==> config.mk <==
export PLATFORM = sky130hd
export DESIGN_NAME = marginal_sort_and_flatten
export DESIGN_NICKNAME = d
export VERILOG_FILES = /design/src/sv/msf_pkg.sv /design/src/sv/marginal_sort_and_flatten.sv /design/src/sv/msf_front.sv /design/src/sv/msf_back.sv
export SDC_FILE = /design/constraint.sdc
export NUM_CORES = 2
export LEC_CHECK = 0
export BUFFER_PORTS_ARGS = -buffer_cell sky130_fd_sc_hd__buf_4
export CORE_UTILIZATION = 53
export CTS_BUF_LIST = sky130_fd_sc_hd__clkbuf_16
export DETAILED_ROUTE_END_ITERATION = 12
export GPL_TIMING_DRIVEN = 1
export PLACE_DENSITY = 0.71
export SYNTH_ARGS = -nofsm -noshare
export SYNTH_HDL_FRONTEND = slang
export SYNTH_SLANG_ARGS = --single-unit
export TNS_END_PERCENT = 50
==> constraint.sdc <==
create_clock -name clk -period 23.4 [get_ports clk]
set_input_delay 2.34 -clock clk [delete_from_list [all_inputs] [get_ports clk]]
set_output_delay 2.34 -clock clk [all_outputs]
set_load 0.05 [all_outputs]
==> src/sv/msf_pkg.sv <==
package msf_pkg;
	localparam int PROB_W = 17;
	localparam int ONE_Q16 = 65536;

	typedef enum logic [2:0] {
		ST_LOAD,
		ST_SORT,
		ST_EVAL,
		ST_EMIT,
		ST_WAIT
	} core_state_t;

	typedef struct packed {
		logic [PROB_W-1:0] prob;
		logic              last;
	} in_item_t;
endpackage

==> src/sv/marginal_sort_and_flatten.sv <==
// Sequence: the vector is loaded and bubble-sorted, then for each k a share
// divider computes floor(65536/k) and the squared error is evaluated;
// results are then emitted, held while the receiver stalls.
// Throughput: one vector at a time; the next is loaded once the last result
// is taken. The input queue holds two items while the core is busy.
// Reset: arst_n asynchronous active low clears the queue, counters and
// outputs; the probability store is not cleared.
module marginal_sort_and_flatten import msf_pkg::*; #(
	parameter int MAX_STATES = 16
) (
	input  logic              clk,
	input  logic              arst_n,
	input  logic              in_valid,
	output logic              in_stall,
	input  logic [16:0]       probability,
	input  logic              vector_last,
	output logic              out_valid,
	input  logic              out_stall,
	output logic [5:0]        state_index,
	output logic [16:0]       sorted_probability,
	output logic [16:0]       flattened_probability,
	output logic [6:0]        best_count,
	output logic              result_last
);
	logic q_valid, q_pop;
	in_item_t q_item;

	msf_front #(.QD(2)) u_front (
		.clk, .arst_n, .in_valid, .in_stall,
		.in_prob(probability), .in_last(vector_last),
		.q_valid, .q_pop, .q_item
	);

	msf_back #(.MAX_STATES(MAX_STATES)) u_back (
		.clk, .arst_n, .q_valid, .q_pop, .q_item,
		.out_valid, .out_stall, .state_index, .sorted_probability,
		.flattened_probability, .best_count, .result_last
	);
endmodule

==> src/sv/msf_front.sv <==
module msf_front import msf_pkg::*; #(
	parameter int QD = 2
) (
	input  logic              clk,
	input  logic              arst_n,
	input  logic              in_valid,
	output logic              in_stall,
	input  logic [PROB_W-1:0] in_prob,
	input  logic              in_last,
	output logic              q_valid,
	input  logic              q_pop,
	output in_item_t          q_item
);
	localparam int AW = (QD > 1) ? $clog2(QD) : 1;
	in_item_t mem_q [QD];
	logic [AW-1:0] wp_q, rp_q;
	logic [AW:0] cnt_q;
	logic push;

	assign in_stall = (cnt_q == (AW+1)'(QD));
	assign push = in_valid && !in_stall;
	assign q_valid = (cnt_q != '0);
	assign q_item = mem_q[rp_q];

	always_ff @(posedge clk) begin
		if (push) mem_q[wp_q] <= '{prob: in_prob, last: in_last};
	end

	always_ff @(posedge clk or negedge arst_n) begin
		if (!arst_n) begin
			wp_q <= '0;
			rp_q <= '0;
			cnt_q <= '0;
		end else begin
			if (push) wp_q <= (wp_q == AW'(QD-1)) ? '0 : wp_q + 1'b1;
			if (q_pop) rp_q <= (rp_q == AW'(QD-1)) ? '0 : rp_q + 1'b1;
			cnt_q <= cnt_q + (AW+1)'(push) - (AW+1)'(q_pop);
		end
	end
endmodule

==> src/sv/msf_back.sv <==
module msf_back import msf_pkg::*; #(
	parameter int MAX_STATES = 16
) (
	input  logic              clk,
	input  logic              arst_n,
	input  logic              q_valid,
	output logic              q_pop,
	input  in_item_t          q_item,
	output logic              out_valid,
	input  logic              out_stall,
	output logic [5:0]        state_index,
	output logic [PROB_W-1:0] sorted_probability,
	output logic [PROB_W-1:0] flattened_probability,
	output logic [6:0]        best_count,
	output logic              result_last
);
	localparam int AW = $clog2(MAX_STATES);
	localparam int CW = $clog2(MAX_STATES + 1);
	localparam int EW = 2 * PROB_W + CW;

	core_state_t st_q, st_d;
	logic [PROB_W-1:0] prob_q [MAX_STATES];
	logic [5:0]        idx_q [MAX_STATES];
	logic [CW-1:0] n_q, i_q, j_q, k_q, bk_q;
	logic [EW-1:0] err_q, best_q;
	logic [PROB_W-1:0] share_q, bshare_q;
	// long division for floor(65536/k), one quotient bit a cycle
	logic [PROB_W-1:0] rem_q, quo_q;
	logic [4:0] dbit_q;
	logic [1:0] phase_q; // 0 divide, 1 accumulate

	logic sort_swap, sort_pass_end, sort_done;
	logic [CW-1:0] j_next;
	logic [PROB_W-1:0] pa, ps;
	logic [PROB_W-1:0] diff;
	logic [2*PROB_W-1:0] sq;
	logic [PROB_W:0] trial;
	logic [PROB_W-1:0] rem_sh;

	// odd/even-free bubble sort: j walks 0..n-2, swap if strictly less keeps stability
	assign j_next = j_q + 1'b1;
	assign sort_swap = (prob_q[j_q[AW-1:0]] < prob_q[j_next[AW-1:0]]);
	assign sort_pass_end = (j_next >= n_q - 1'b1);
	assign sort_done = (n_q < CW'(2)) || (sort_pass_end && i_q >= n_q - 1'b1);

	assign pa = prob_q[j_q[AW-1:0]];
	assign ps = (j_q < k_q) ? share_q : '0;
	assign diff = (pa >= ps) ? pa - ps : ps - pa;
	assign sq = diff * diff;

	assign rem_sh = {rem_q[PROB_W-2:0], (dbit_q == 5'd16)};
	assign trial = {1'b0, rem_sh} - {{(PROB_W+1-CW){1'b0}}, k_q};

	always_ff @(posedge clk or negedge arst_n) begin
		if (!arst_n) st_q <= ST_LOAD;
		else st_q <= st_d;
	end

	always_comb begin
		st_d = st_q;
		q_pop = 1'b0;
		case (st_q)
			ST_LOAD: begin
				q_pop = q_valid;
				if (q_valid && q_item.last) st_d = ST_SORT;
			end
			ST_SORT: if (sort_done) st_d = ST_EVAL;
			ST_EVAL: if (phase_q == 2'd1 && j_next >= n_q && k_q >= n_q) st_d = ST_EMIT;
			ST_EMIT: if (!out_stall || !out_valid) st_d = ST_WAIT;
			ST_WAIT: begin
				if (!out_stall && j_q >= n_q) st_d = ST_LOAD;
				else if (!out_stall) st_d = ST_EMIT;
			end
			default: st_d = ST_LOAD;
		endcase
	end

	always_ff @(posedge clk) begin
		case (st_q)
			ST_LOAD: if (q_valid && n_q < CW'(MAX_STATES)) begin
				prob_q[n_q[AW-1:0]] <= q_item.prob;
				idx_q[n_q[AW-1:0]] <= 6'(n_q);
			end
			ST_SORT: if (!sort_done && sort_swap) begin
				prob_q[j_q[AW-1:0]] <= prob_q[j_next[AW-1:0]];
				prob_q[j_next[AW-1:0]] <= prob_q[j_q[AW-1:0]];
				idx_q[j_q[AW-1:0]] <= idx_q[j_next[AW-1:0]];
				idx_q[j_next[AW-1:0]] <= idx_q[j_q[AW-1:0]];
			end
			default: ;
		endcase
	end

	always_ff @(posedge clk or negedge arst_n) begin
		if (!arst_n) begin
			n_q <= '0;
			i_q <= '0;
			j_q <= '0;
			k_q <= '0;
			bk_q <= '0;
			phase_q <= '0;
			dbit_q <= '0;
			out_valid <= 1'b0;
			state_index <= '0;
			sorted_probability <= '0;
			flattened_probability <= '0;
			best_count <= '0;
			result_last <= 1'b0;
			err_q <= '0;
			best_q <= '0;
			share_q <= '0;
			bshare_q <= '0;
			rem_q <= '0;
			quo_q <= '0;
		end else begin
			if (out_valid && !out_stall) out_valid <= 1'b0;
			case (st_q)
				ST_LOAD: if (q_valid) begin
					if (n_q < CW'(MAX_STATES)) n_q <= n_q + 1'b1;
					i_q <= '0;
					j_q <= '0;
					if (q_item.last) begin
						k_q <= CW'(1);
						phase_q <= 2'd0;
						dbit_q <= 5'd16;
						rem_q <= '0;
						quo_q <= '0;
					end
				end
				ST_SORT: if (!sort_done) begin
					if (sort_pass_end) begin
						j_q <= '0;
						i_q <= i_q + 1'b1;
					end else j_q <= j_next;
				end else j_q <= '0;
				ST_EVAL: begin
					if (phase_q == 2'd0) begin
						// bits 16..0 of the dividend 65536
						if (!trial[PROB_W]) begin
							rem_q <= trial[PROB_W-1:0];
							quo_q <= {quo_q[PROB_W-2:0], 1'b1};
						end else begin
							rem_q <= rem_sh;
							quo_q <= {quo_q[PROB_W-2:0], 1'b0};
						end
						if (dbit_q == 5'd0) begin
							phase_q <= 2'd1;
							share_q <= (!trial[PROB_W]) ? {quo_q[PROB_W-2:0], 1'b1}
								: {quo_q[PROB_W-2:0], 1'b0};
							j_q <= '0;
							err_q <= '0;
						end
						dbit_q <= dbit_q - 1'b1;
					end else begin
						err_q <= err_q + EW'(sq);
						if (j_next >= n_q) begin
							if (k_q == CW'(1) || err_q + EW'(sq) < best_q) begin
								best_q <= err_q + EW'(sq);
								bk_q <= k_q;
								bshare_q <= share_q;
							end
							k_q <= k_q + 1'b1;
							phase_q <= 2'd0;
							dbit_q <= 5'd16;
							rem_q <= '0;
							quo_q <= '0;
							j_q <= '0;
						end else j_q <= j_next;
					end
				end
				ST_EMIT: if (!out_stall || !out_valid) begin
					out_valid <= 1'b1;
					state_index <= idx_q[j_q[AW-1:0]];
					sorted_probability <= prob_q[j_q[AW-1:0]];
					flattened_probability <= (j_q < bk_q) ? bshare_q : '0;
					best_count <= 7'(bk_q);
					result_last <= (j_next == n_q);
					j_q <= j_next;
				end
				ST_WAIT: if (!out_stall && j_q >= n_q) n_q <= '0;
				default: ;
			endcase
		end
	end
endmodule

=== Word level (Yosys, flattened, before mapping) ===
Memory sizes are Yosys's and may differ from the RTL's.
Index checks and enable logic that the tools add are counted.

* Flip-flop bits (word level): 230
* RAM bits: 404
* Bits of input ports: 22
* Output and inout bits: 50
* Word-level logic and storage cells: 188
* Memories: 3

* Add/subtract/negate cells: 14
* Multipliers: 1
* Magnitude comparators: 12
* Eq/ne operators: 25
* Muxes and demuxes: 72
* Bitwise operators: 1
* Reductions and logical operators: 37

{| class="wikitable"
|+ Memory list
! name !! words !! width !! read ports !! clocked after memory_dff !! write ports !! RTL line !! text
|-
| u_back.prob_q || 16 || 17 || 2 || 0 || 2 || msf_back.sv:22 || <nowiki>logic [PROB_W-1:0] prob_q [MAX_STATES];</nowiki>
|-
| u_back.idx_q || 16 || 6 || 2 || 0 || 2 || msf_back.sv:23 || <nowiki>logic [5:0] idx_q [MAX_STATES];</nowiki>
|-
| u_front.mem_q || 2 || 18 || 1 || 0 || 1 || msf_front.sv:15 || <nowiki>in_item_t mem_q [QD];</nowiki>
|}

{| class="wikitable"
|+ Operator list
! kind !! count
|-
| 5-bit 2-to-1 mux || 20
|-
| 16-bit 2-to-1 mux || 6
|-
| 39-bit 2-to-1 mux || 2
|-
| 17-bit 2-to-1 mux || 4
|-
| 16-bit case mux with 2 select lines || 2
|-
| 5-bit case mux with 2 select lines || 4
|-
| 39-bit by 34-bit adder with 39-bit output || 1
|-
| 39-bit less-than comparator || 1
|-
| 17-bit by 17-bit multiplier with 34-bit output || 1
|-
| 17-bit subtractor || 2
|-
| 5-bit greater-or-equal comparator || 5
|-
| 5-bit by 1-bit adder with 5-bit output, second input constant || 4
|-
| 2-bit by 1-bit != test with 1-bit output, second input constant || 10
|-
| 5-bit case mux with 4 select lines || 1
|-
| 4-bit AND reduction || 5
|-
| 3-bit 2-to-1 mux || 6
|-
| 17-bit by 5-bit subtractor with 18-bit output || 1
|-
| 17-bit greater-or-equal comparator || 1
|-
| 17-bit less-than comparator || 1
|-
| 1-bit 2-to-1 mux || 17
|-
| 17-bit OR reduction || 1
|-
| 3-bit case mux with 5 select lines || 1
|-
| 5-bit AND reduction || 3
|-
| 5-bit less-than comparator || 2
|-
| 34 further kinds || 61
|}

=== Logic depth before layout (Yosys ltp) ===
* Word-level depth: 11
* Depth in mapped cells: 57
* Depth with buffers taken out: 50

=== Cells and area by module ===
From an unflattened synthesis, not the netlist that was laid out.

* Cells, all modules: 3928
* Area, all modules: 45730.1 um^2

{| class="wikitable"
|+ Modules (own cells, without submodules)
! module !! instances !! cells each !! area each (um^2) !! seq. area each (um^2)
|-
| msf_back || 1 || 3855 || 44187.4 || 16681.0
|-
| msf_front || 1 || 73 || 1542.7 || 1181.1
|}

=== Least setup slack after synthesis ===
OpenSTA, ideal clock, no wires.

* Path type: flip-flop to flip-flop
* Start: register u_back.j_q[0]
* End: register u_back.best_q[33]
* Library setup time: 0.125 ns
* Arrival: 13.001 ns
* Required time: 23.275 ns
* Setup slack: 10.274 ns
* Stages on the path, launching flop included: 50
* Path buffers: 11
* Period minus slack after synthesis: 13.126 ns
* Path through: dfrtp_1 > buf_4 > buf_6 > buf_2 > buf_1 > mux4_2 > mux4_2 > clkbuf_1 > clkbuf_1 > ha_1 > clkbuf_1 > nand4_1 > or4_1 > nor2_1 > a211oi_1 > o21ai_1 > buf_2 > mux2_2 > (+14 left out) > fa_1 > inv_1 > ha_1 > clkbuf_1 > nand4_1 > o311a_1 > o21a_1 > or2_2 > o41ai_1 > xnor2_1 > ha_1 > nand4_1 > nor2_1 > a21oi_1 > a21oi_1 > nor3_1 > clkbuf_1 > mux2_2

* Elaborated cells on any way between the ends: 14
* Classes of those cells: 4 x add/sub; 1 x mul; 4 x order compare; 2 x mux; 2 x reduce/logical; 1 x memory

{| class="wikitable"
|+ RTL lines
! what !! RTL line !! text
|-
| start, declared || msf_back.sv:24 || <nowiki>logic [CW-1:0] n_q, i_q, j_q, k_q, bk_q;</nowiki>
|-
| start signal, assigned || msf_back.sv:134 || <nowiki>end else j_q <= j_next;</nowiki>
|-
| start signal, assigned || msf_back.sv:168 || <nowiki>end else j_q <= j_next;</nowiki>
|-
| start signal, assigned || msf_back.sv:178 || <nowiki>j_q <= j_next;</nowiki>
|-
| memory 16 x 17 bit * || - ||
|-
| net u_back.pa[5] || msf_back.sv:34 || <nowiki>logic [PROB_W-1:0] pa, ps;</nowiki>
|-
| 17-bit subtractor or 17-bit greater-or-equal comparator (tied branches) || msf_back.sv:48 || <nowiki>assign diff = (pa >= ps) ? pa - ps : ps - pa;</nowiki>
|-
| 17-bit 2-to-1 mux * || msf_back.sv:48 ||
|-
| 17-bit by 17-bit multiplier with 34-bit output * || msf_back.sv:49 || <nowiki>assign sq = diff * diff;</nowiki>
|-
| 39-bit by 34-bit adder with 39-bit output * || msf_back.sv:157, msf_back.sv:158 ||
|-
| 39-bit less-than comparator || msf_back.sv:157 || <nowiki>if (k_q == CW'(1) || err_q + EW'(sq) < best_q) begin</nowiki>
|-
| 1-bit logical OR || msf_back.sv:157 ||
|-
| 4-bit AND reduction (no line) || - ||
|-
| end signal, assigned || msf_back.sv:158 || <nowiki>best_q <= err_q + EW'(sq);</nowiki>
|-
| end, declared || msf_back.sv:25 || <nowiki>logic [EW-1:0] err_q, best_q;</nowiki>
|}

Mark *: on every way through the listed nets, which the timed path passes. The rest lies on a longest branch.
A chain may end at the register's enable or synchronous reset.

=== Worst setup path after layout ===
* Start: register u_back.j_q[0]
* End: register u_back.best_q[9]

* Longest elaborated chain between the ends: 9
* Elaborated cells on any way between the ends: 14
* Classes of those cells: 4 x add/sub; 1 x mul; 4 x order compare; 2 x mux; 2 x reduce/logical; 1 x memory

{| class="wikitable"
|+ Ends and longest elaborated chain
! what !! RTL line !! text
|-
| 5-bit less-than comparator || msf_back.sv:47 || <nowiki>assign ps = (j_q < k_q) ? share_q : '0;</nowiki>
|-
| 17-bit 2-to-1 mux || msf_back.sv:47 ||
|-
| 17-bit subtractor or 17-bit greater-or-equal comparator (tied branches) || msf_back.sv:48 ||
|-
| 17-bit 2-to-1 mux || msf_back.sv:48 ||
|-
| 17-bit by 17-bit multiplier with 34-bit output || msf_back.sv:49 ||
|-
| 39-bit by 34-bit adder with 39-bit output || msf_back.sv:157, msf_back.sv:158 ||
|-
| 39-bit less-than comparator || msf_back.sv:157 ||
|-
| 1-bit logical OR || msf_back.sv:157 ||
|-
| 4-bit AND reduction (no line) || - ||
|}

Several ways; a longest one is shown, not always the timed one.

==> impl_table.tex <==
\begin{tabular}{lr}
\hline
Metric & Value \\
\hline
\multicolumn{2}{l}{\textbf{Cells and area}} \\
Layout area overhead & 8.37\% \\
Layout cell share with drive strength beyond 1 & 15.4\% \\
Leading cell types in the layout, fill and taps excluded & nand2\_1 (533), inv\_1 (462), edfxtp\_1 (404), o21ai\_0 (358), ha\_1 (250) \\
Most common cell after layout, fill and taps aside & nand2\_1 \\
Antenna Cells & 0 \\
Layout net count & 4,544 \\
\multicolumn{2}{l}{\textbf{Synthesis}} \\
Count of different cell masters after synthesis & 78 \\
Number of flops mapped to enable cells by yosys & 404 \\
Sequential share of the synthesized area & 39.7\% \\
Mapped Cells & 4,123 \\
Average cell area after synthesis & around 11 sq um \\
Total number of yosys warnings & 0 \\
Cell area after synthesis & 45,000 sq um \\
Fraction of registers with async set/reset & 36.2\% \\
Register bit count reported by yosys & 633 \\
Dominant synthesized flop cell & edfxtp\_1 \\
\multicolumn{2}{l}{\textbf{Timing}} \\
Setup violations, final & 0 \\
Final Hold Vio Count & 0 \\
Count of final max-slew check failures & 0 \\
Fin Setup TNS & 0 ns \\
Fmax & 62.5 MHz \\
Final period demand of the worst path & between 15 and 20 ns \\
Transition time of the tightest slew-check pin & 1.30 ns \\
Worst Clk Skew & 0.0601 ns \\
Worst slew margin relative to its limit & 13.1\% \\
Setup repair after global routing missed its margin & no \\
Post-route fraction of the period consumed by the critical path & around two thirds \\
\multicolumn{2}{l}{\textbf{Floorplan}} \\
Die width & 293 um \\
DIE HEIGHT & 293 um \\
Area of the placeable core & 83,800 sq um \\
Die Footprint & 86,100 sq um \\
Initial cell density of the core & 53.7\% \\
Num ports & 72 \\
Placement Rows & 106 \\
\multicolumn{2}{l}{\textbf{Clock network}} \\
Setup fix buffers added after clock tree synthesis & 0 \\
Clock latency on the worst-skew pair & 0.66 ns \\
Clock tree from TritonCTS & yes \\
Clock slew at the register clock pins of the worst setup and hold paths & 0.06 ns \\
Number of buffers created by CTS & 72 \\
\# hold bufs at CTS & 0 \\
Bufs on Longest Clock Path & 3 \\
Root buffer selected by CTS & clkbuf\_16 \\
H-tree levels & 3 \\
Number of gates resized after cts & 0 \\
Number of sinks on the clock net & 633 \\
\multicolumn{2}{l}{\textbf{Global route}} \\
M1 GR Usage & 40.5\% \\
Via count of the first global-routing pass & 32,700 \\
Global-route met3 utilization & 6.58\% \\
First-pass GRT wire length & 193,000 um \\
Global-route total usage across every layer & 29.5\% \\
Most used routing layer in global routing & met2 \\
Global routing met2 resource utilization & between 40\% and 50\% \\
Antenna violations before repair & 1 \\
GRT overflow & 0 \\
Pin count of the biggest net entering global routing & 96 \\
\multicolumn{2}{l}{\textbf{Detailed routing}} \\
Drt wl/cell & 23.8 um \\
WL final & 125,000 um \\
Number of detailed-route iterations in the first pass & 5 \\
Total DRC errors in the routed layout & 0 \\
Vias per Instance & 6.22 \\
Detail Route Antenna Nets & 0 \\
Via Count & between 30,000 and 40,000 \\
Number of design-rule violations left by the first detailed-router iteration & 3,712 \\
\multicolumn{2}{l}{\textbf{Worst setup path}} \\
Library cell contributing the largest single delay on the critical path & buf\_4 \\
Highest net fanout along the worst path & 56 \\
Crit path largest cell delay & between 0.9 and 1 ns \\
Top cell by count, worst path & fa\_1 \\
Register-to-register setup slack & 7.41 ns \\
WP data required & 23.90 ns \\
Kind of start point of the critical path & register \\
Worst setup path class & reg2reg \\
Arrival time reported for the critical path endpoint & 16.49 ns \\
Worst Setup End Kind & register \\
\multicolumn{2}{l}{\textbf{Placed design}} \\
Detailed-placement wirelength estimate & 81,800 um \\
Port-buffer cells & 69 \\
RD Place Congestion & 0.934 \\
\multicolumn{2}{l}{\textbf{Min path}} \\
Type of the worst min-delay path & reg2reg \\
\multicolumn{2}{l}{\textbf{Run}} \\
Max cap viols & 0 \\
\multicolumn{2}{l}{\textbf{Status}} \\
Run status & finished, final reports clean \\
\hline
\end{tabular}
-- metrics by stage --
step / util (%) / worst slack (ns) / hold slack [ns] / instance area (sq um) / instances
2_1_floorplan: - / 10.27 / 0.461 / 45000 / 4124
3_3_place_gp: 55.5 / 8.00 / 0.466 / 46500 / 5105
3_5_place_dp: 55.5 / 7.68 / 0.473 / 46500 / 5105
4_1_cts: 58.2 / 7.59 / 0.485 / 48800 / 5236
5_1_grt: 58.2 / 6.34 / 0.499 / 48800 / 5236
6_report: 58.2 / 7.41 / 0.478 / 48800 / 5236
-- area by class of cell --
type / count / area, sq um
clock buffers: 75 / 1880
multi-input cells: 2741 / 24400
well taps: 1134 / 1420
flip-flops and latches: 633 / 17900
inverters: 456 / 1710
repair buffers: 141 / 1070
clock inverters: 56 / 393
fillers: 6920 / 35100
-- Yosys cell counts, types with 19 or more instances --
cell type	number	area, sq um
edfxtp_1	404	12100
a21o_1	49	368
a22o_1	76	666
dfrtp_1	229	5730
fa_1	226	4520
xnor2_1	56	490
buf_1	19	71.3
inv_1	447	1680
nand2b_1	27	169
nand2_1	533	2000
a21oi_1	160	801
o21ai_0	374	1870
ha_1	251	3140
nor2_1	242	908
clkbuf_1	201	754
nand3_1	39	195
mux2_2	85	957
a21oi_2	19	166
nand4_1	30	188
mux2i_1	51	510
o21ai_1	36	180
nor3_1	30	150
xor2_1	31	272
mux4_2	222	5000
or3_1	19	119
buf_2	52	260
-- state kept, by name, indices dropped and copies added (netlist names), 16 cells and up --
signal                        count
u_back.bshare_q                  17
u_back.err_q                     39
u_back.sorted_probability        17
u_back.flattened_probability     17
u_back.share_q                   17
u_back.quo_q                     16
u_back.best_q                    39
u_back.rem_q                     16
u_front.mem_q                    36
u_back.prob_q                   272
u_back.idx_q                     96
-- layer usage --
metal  wire [um]  part of all wire, %  up-vias
met5           0                    0        -
met4        4230                  3.4        0
met3       14000                   11      298
met2       57200                   46     1852
met1       49200                   40    16100
li1            -                    -    14300
-- worst max-delay path, delay by kind of cell (launching register included) --
family,cells,cell delay (ns)
fa+ha+maj,9,4.21
buf+inv,7,3.22
compound gates,12,2.66
xor+xnor,2,1.15
simple gates,6,1.51
mux,4,2.09
flops,1,0.84
-- final timing paths --
check	start	endpoint	cells after the start
setup / recovery	u_back.j_q[0]	u_back.best_q[9]	40
hold / removal	u_back.sorted_probability[6]	u_back.sorted_probability[6]	2
setup reg to reg	u_back.j_q[0]	u_back.best_q[9]	40
hold reg to reg	u_back.sorted_probability[6]	u_back.sorted_probability[6]	2
max in group asynchronous	arst_n	u_back.j_q[1]	2
min in group asynchronous	arst_n	u_back.sorted_probability[8]	1
-- cells by family (layout without fill, tap and decap cells) --
group | after synthesis | in the layout | synth area share (%)
adders and majority gates | 477 | 477 | 17.0
muxes | 358 | 358 | 14.4
and+or+nand+nor | 983 | 983 | 9.36
other | 1 | 2 | 0.00834
xor gates and xnor gates | 88 | 88 | 1.73
AOI/OAI and AO/OA | 833 | 833 | 11.1
buffers and inverters | 750 | 728 | 6.70
DFF | 633 | 633 | 39.7
Power is left out: the tool's default activity adds up to more than one toggle a clock period on the data nets, which glitch-free logic cannot reach.
